--- src/hw/rtl/aot_ram.sv ---
// ----------------------------------------------------------------------------
// aot_ram
// Generic single-port write, single-port read RAM with registered read.
// ----------------------------------------------------------------------------
module aot_ram #(
  parameter int unsigned WIDTH = 32,
  parameter int unsigned DEPTH = 32
) (
  input  logic                     clk,
  input  logic                     we,
  input  logic [$clog2(DEPTH)-1:0] waddr,
  input  logic [WIDTH-1:0]         wdata,
  input  logic [$clog2(DEPTH)-1:0] raddr,
  output logic [WIDTH-1:0]         rdata
);

  logic [WIDTH-1:0] mem [DEPTH];

  // Write port and registered read port
  always_ff @(posedge clk) begin
    if (we) begin
      mem[waddr] <= wdata;
    end
    rdata <= mem[raddr];
  end

endmodule

--- config.mk ---
export PLATFORM = sky130hd
export DESIGN_NAME = aot_ram
export DESIGN_NICKNAME = d
export VERILOG_FILES = /design/src/hw/rtl/aot_ram.sv
export SDC_FILE = /design/constraint.sdc
export NUM_CORES = 1
export LEC_CHECK = 0
export BUFFER_PORTS_ARGS = -buffer_cell sky130_fd_sc_hd__buf_2
export CAP_MARGIN = 20
export CORE_ASPECT_RATIO = 0.8
export CORE_MARGIN = 1.5
export CORE_UTILIZATION = 40
export CTS_BUF_LIST = sky130_fd_sc_hd__clkbuf_16
export DETAILED_ROUTE_END_ITERATION = 16
export PLACE_DENSITY = 0.64
export SKIP_LAST_GASP = 1
export SYNTH_ARGS = -nofsm -noshare
export SYNTH_HDL_FRONTEND = slang
export SYNTH_SLANG_ARGS = --single-unit
--- constraint.sdc ---
create_clock -name clk -period 9.2 [get_ports clk]
set_clock_uncertainty 0.2 [all_clocks]
set_input_delay 1.38 -clock clk [delete_from_list [all_inputs] [get_ports clk]]
set_output_delay 1.38 -clock clk [all_outputs]
set_load 0.01 [all_outputs]
After elaboration in Yosys (flattened, before gate mapping)
Memory sizes are Yosys's and may differ from the RTL's. A register that Yosys moved wholly into a read port is not among the register bits.
Cells that the tools add are included.
Operators by class
  muxes and demuxes: 2
Operator list (number)
  1-bit two-way mux: 2
Storage, ports and cells
  register bits: 0
  memory bits (writable): 1024
  input bits: 44
  output and inout port bits: 32
  word-level logic and storage cells: 3
  memories kept: 1
Memories
  mem: words 32, bits a word 32, rd ports 1, clocked after memory_dff 1, write ports 1, line 17  | logic [WIDTH-1:0] mem [DEPTH];

Longest topological paths before layout
Gate-level depths: netlist of run 1.
  depth after elaboration: 2
  mapped depth: 8
  depth with buffers taken out: 5

Worst setup path before layout of run 1
Ideal clock, no wire load.
  path type: in2reg
  start point: input port waddr[1]
  end point: memory mem[12][0], enable pin
  setup time: 0.421 ns
  arrival: 3.393 ns
  data required time: 8.579 ns
  setup slack: 5.186 ns
  stages: 3
  buffers on the path: 1
  path through: or3b_2 -> clkbuf_1 -> nor2_1
RTL lines
  start, declared: line 11  | input logic [$clog2(DEPTH)-1:0] waddr,
  end, declared: line 17
Straight into the memory's write port.

==> results of run 1 <==
==> per-layer routing <==
layer / global-route usage (%) / part of all wire (%) / vias to the layer above
li1: - / - / 9174
met1: 28.62 / 43 / 10960
met2: 31.15 / 47 / 924
met3: 3.556 / 7.8 / 163
met4: 4.790 / 2.2 / 2
met5: 0 / 0.0068 / -
==> kinds of logic (layout without fill, tap and decap cells) <==
logic type             count (synthesis)  count (layout)  share of synthesized area [%]
AOI/OAI and AO/OA                    288             288                          4.846
buffers and inverters                127             311                          1.860
DFF                                 1056            1056                          77.53
muxes                                512             512                          12.66
and+or+nand+nor                      277             277                          3.100
==> metrics by stage <==
| step | instance area (µm²) | std cells |
|---|---|---|
| 4_1_cts | 45620 | 3769 |
| 3_3_place_gp | 42440 | 3583 |
| 6_report | 45620 | 3769 |
| 3_5_place_dp | 42440 | 3583 |
| 2_1_floorplan | 40490 | 2260 |
| 5_1_grt | 45620 | 3769 |
==> report_power, final <==
part	switching [µW]	internal (µW)	leakage, µW
registers	35.1	5350	0.00949
logic	335	156	0.00465
clock network	1780	2210	0.00162
==> layout make-up <==
| class | count | area share [%] |
|---|---|---|
| flip-flops and latches | 1056 | 68.81 |
| multi-input cells | 1077 | 18.87 |
| clock buffers | 100 | 5.485 |
| well taps | 1325 | 3.634 |
| repair buffers | 125 | 1.722 |
| clock inverters | 86 | 1.478 |
==> Yosys cell counts (3+ instances only) <==
cell type,n
a22oi_1,96
clkbuf_1,46
buf_2,26
buf_4,33
nor2_1,34
buf_6,15
buf_1,5
a21oi_1,96
edfxtp_1,1024
a22o_1,64
or3b_2,3
nand3b_1,5
nor3_1,32
nand2_1,98
nand3_1,98
a31oi_1,32
dfxtp_1,32
mux2i_1,512
==> state kept, by name, indices dropped and copies added, names as in the netlist <==
| register | flops |
|---|---|
| mem | 1024 |
| rdata | 32 |
==> worst max-delay path, stage by stage <==
cell and delay [ns]:
buf_2 0.16, and2_4 0.50, buf_4 0.74, buf_4 0.79
a22o_1 0.26, nor3_1 0.05, a31oi_1 0.40, nand3_1 0.11
==> worst paths after layout <==
| path | cells past startpoint | end | slack (ns) | from |
|---|---|---|---|---|
| max reg2reg | 4 | rdata[8]$_DFF_P_ | 7.44 | mem[21][8]$_DFFE_PP_ |
| min | 4 | rdata[15]$_DFF_P_ | 0.39 | mem[10][15]$_DFFE_PP_ |
| max | 8 | rdata[30]$_DFF_P_ | 5.08 | raddr[1] |
| min reg2reg | 4 | rdata[15]$_DFF_P_ | 0.39 | mem[10][15]$_DFFE_PP_ |
==> layout by cell type, fill, tap and decap left out, drive strengths merged, types with 2 or more instances in the layout <==
master	count
edfxtp	1024
nand3	98
nand3b	5
nand2	98
dfxtp	32
buf	125
mux2i	512
nand2b	2
a22oi	96
inv	21
a22o	64
a21oi	96
clkinv	53
clkinvlp	4
nor3	32
or3b	3
clkbuf	100
a31oi	32
nor2	34
bufinv	8
==> flow_summary.yaml, run 1 <==
floorplanning:
  fp.coreArea_um2: 100500
  die_x_um: 358.7
  initial_core_util_pct: 40.30
  fp-row-count: 104
  fp.dieArea_um2: 103100
  dieHeight_um: 287.6
  ios: 76
power_and_ir_drop:
  leakage_uw: 0.01577
  finalPower_uw: 9865
  power.density_nw_per_um2: 216.2
  irDropWorstVdd_mv: 0.1522
worst_setup_path:
  crit_type: "in2reg"
  crit_path_end_kind: "flip-flop"
  cp.arrival_ns: 4.47
  critPathLaunchType: "primary input"
  cp.required_ns: 9.55
  worstPathMaxFanout: 52
timing:
  tightest_slew_ns: 1.118
  grt_setup_unrepaired: "false"
  fin_crit_sh_pct: 44.79
  setup_viol: 0
  drv_slew: 0
  finalSetupTns_ns: 0
  maxSlewHeadroom_pct: 25.48
  fin_hold_ws_ns: 0.3920
  worst_slack_ns: 5.080
  fmax_ghz: 0.2427
  fin_crit_ns: 4.120
  hold_viol: 0
synthesis:
  syn_area_per_cell_um2: 17.91
  yosys_warnings: 0
  synth_top_area_share_pct: 75.95
  synthArstFlopShare_pct: 0
  syn-num-nets: 2304
  synth-main-ff-cell: "edfxtp_1"
  syn-cell-area_um2: 40490
  yosysSeqAreaShare_pct: 77.54
  synth_top_area_cell: "edfxtp_1"
  ys_ff_latch: 1056
  synthCells: 2260
  synth.distinct_cells: 25
  synth_enable_flop_cells: 1024
  ys_top_cells_by_area: "edfxtp_1 (76%), mux2i_1 (13%), a22oi_1 (1.8%), dfxtp_1 (1.6%), a22o_1 (1.4%)"
status:
  status: "finished clean"
clock_network:
  cts.repair.resized: 0
  worstSkewPairLatency_ns: 0.67
  htreeDepth: 3
  cts_root_buf: "clkbuf_16"
  cts_buffers: 99
  clk_pin_slew_ns: 0.06
  cts.sink_count: 1056
  post_cts_buffers: 0
  cts_tree: "yes"
  cts_buffer_depth: 3
  holdBufCountCts: 0
routing:
  drt_pre_antenna_iters: 6
  wl_per_cell_um: 27.35
  routed_wl_um: 103100
  drc_errors: 0
  drt-initial-drc-count: 2630
  viasPerCell: 5.631
  vias: 21220
  ant_nets: 0
grt:
  grt_pass1_wl_um: 147000
  antenna_found_initial: 3
  gr-total-overflow: 0
  grtUsageTotal_pct: 19.82
  grt_pass1_vias: 21080
  grt_max_degree: 129
finish:
  fin_util_pct: 45.41
  multiInputGateArea_um2: 8610
  n_antenna_cell: 0
  fillCellCount: 8514
  seq_area_um2: 31390
  final_nets: 2403
  drive_above_1_share_pct: 12.73
  area_delta_synth_final_pct: 12.68
placement:
  place_ws_ns: 4.415
  dp_hpwl_um: 51500
  gp_congestion: 0.7450
  port_buffers: 75
hold_path:
  worst_hold_path_type: "reg2reg"
job:
  drv_cap: 0
Power figures use the tool's default switching activity.
==> run 2, diff against run 1 <==
clock period = 4 ns   (was 9.2 ns; I/O delays follow)
==> flow_summary.yaml, run 2 (synthesized netlist as in run 1, its figures left out) <==
finish:
  fillCellCount: 8480
  regMostFlops: "mem"
  final_common_cell: "edfxtp_1"
  drive_above_1_share_pct: 12.97
  seq_area_um2: 31390
  final_cell_mix: "edfxtp_1 (1024), mux2i_1 (512), nand3_1 (98), clkbuf_16 (98), nand2_1 (97)"
  area_delta_synth_final_pct: 13.35
  largest_reg_flops: 1024
  reg_top3: "mem: 1024 flops, rdata: 32 flops"
  final_nets: 2421
  multiInputGateArea_um2: 8610
worst_setup_path:
  r2r_slack_ns: 2.05
  cp.arrival_ns: 2.78
  worstPathMaxFanout: 45
  crit_chain: "buf_8 > buf_12 > mux2i_1 > a22o_1 > nor3_1 > a31oi_1 > nand3_1"
  max_stage_delay_ns: 0.59
  worst_r2r_startpoint: "mem[1][27]$_DFFE_PP_"
  crit_type: "in2reg"
  rr_endpoint: "rdata[27]$_DFF_P_"
  critPathLaunchType: "primary input"
  crit_path_end_kind: "flip-flop"
  cp_num_buf_inv: 2
  reg2regPathDepth: 5
  cp.required_ns: 4.28
  crit_family: "buffers and inverters"
  critPathSlowestCell: "a31oi_1"
status:
  status: "finished clean"
hold_path:
  holdCritStartpoint: "wdata[24]"
  whs_endpoint: "mem[29][24]$_DFFE_PP_"
  worst_hold_path_type: "in2reg"
  hold_depth: 1
timing:
  maxSlewHeadroom_pct: 31.28
  fmax_ghz: 0.4005
  hold_viol: 0
  drv_slew: 0
  setup_viol: 0
  fin_crit_sh_pct: 62.42
  finalSetupTns_ns: 0
  tightest_slew_ns: 1.028
  fin_crit_ns: 2.497
  grt_setup_unrepaired: "false"
grt:
  gr-max-usage-layer: "met1"
  gr-total-overflow: 0
  grt_pass1_vias: 20350
  grt_pass1_wl_um: 141000
  antenna_found_initial: 14
  grtUsageTotal_pct: 18.68
  gr-usage-met3_pct: 4.634
  met1_usage_pct: 29.34
  grt_use_met2_pct: 25.76
  grt_max_degree: 67
clock_network:
  cts_buffers: 97
  holdBufCountCts: 0
  cts.sink_count: 1056
  clk_pin_slew_ns: 0.07
  cts_root_buf: "clkbuf_16"
  cts.repair.resized: 0
  htreeDepth: 3
  cts_tree: "yes"
  post_cts_buffers: 0
  worstSkewPairLatency_ns: 0.68
  cts_buffer_depth: 3
floorplanning:
  fp-row-count: 104
  ios: 76
  initial_core_util_pct: 40.30
  fp.dieArea_um2: 103100
  fp.coreArea_um2: 100500
  die_x_um: 358.7
  dieHeight_um: 287.6
placement:
  dp_hpwl_um: 60030
  port_buffers: 75
  gp_congestion: 0.8345
routing:
  ant_nets: 0
  drt-initial-drc-count: 2198
  drc_errors: 0
  drt_pre_antenna_iters: 5
  routed_wl_um: 97000
  wl_per_cell_um: 25.67
  vias: 20970
  viasPerCell: 5.549
power_and_ir_drop:
  irDropWorstVdd_mv: 0.3613
  finalPower_uw: 22560
  power.density_nw_per_um2: 491.6
  leakage_uw: 0.01591
job:
  drv_cap: 0
run 2: cell count changes in the layout (fill, tap and decap cells not counted), moves of 2 or more:
cell,change
clkinvlp_4,-2
clkinv_2,-9
buf_12,+21
inv_1,+7
clkinv_16,-2
clkbuf_16,-2
clkinv_1,-6
run 2: how the worst max path moves through the flow:
stage	slack, ns	endpoint	from	depth (start not counted)
after floorplan	0.77	mem[12][0]$_DFFE_PP_	waddr[1]	3
after global placement	0.91	rdata[27]$_DFF_P_	raddr[0]	7
after detailed placement	0.89	rdata[27]$_DFF_P_	raddr[0]	7
after CTS	1.59	rdata[27]$_DFF_P_	raddr[0]	7
after global routing	1.39	rdata[25]$_DFF_P_	raddr[0]	7
final	1.50	rdata[27]$_DFF_P_	raddr[0]	7
run 2: cell type report:
cell class / count / area share, %
repair buffers: 145 / 2.612
diodes: 1 / 0.005453
flip-flops and latches: 1056 / 68.40
clock inverters: 76 / 1.260
multi-input cells: 1077 / 18.76
clock buffers: 98 / 5.344
well taps: 1325 / 3.613
run 2: where the power goes:
group	internal, µW	switching [µW]	total (µW)
clock network	4960	3970	8930
registers	12300	95.2	12400
logic	387	849	1240
run 2: per-stage QoR:
| step | hold WS (ns) | utilization, % | area (µm²) | cells | worst slack, ns |
|---|---|---|---|---|---|
| after floorplan | 0.3529 | - | 40490 | 2260 | 0.7659 |
| after global placement | 0.3907 | 42.64 | 42840 | 3602 | 0.9082 |
| after detailed placement | 0.3967 | 42.64 | 42840 | 3602 | 0.8886 |
| after CTS | 0.2689 | 45.66 | 45870 | 3776 | 1.594 |
| after global routing | 0.2989 | 45.68 | 45890 | 3778 | 1.390 |
| final | 0.3140 | 45.68 | 45890 | 3778 | 1.503 |
run 2: worst register-to-register path, delay by kind of cell, from the launching register on:
kind	cells	cell delay (ns)
compound gates	2	0.77
mux	1	0.14
simple gates	2	0.30
flops	1	0.35
run 2: routing by layer:
layer	vias to the layer above	wire length, µm	share of wire, %
met2	911	40590	42
met5	-	0	0
li1	9212	-	-
met3	133	9228	9.5
met4	0	1954	2.0
met1	10710	45230	47
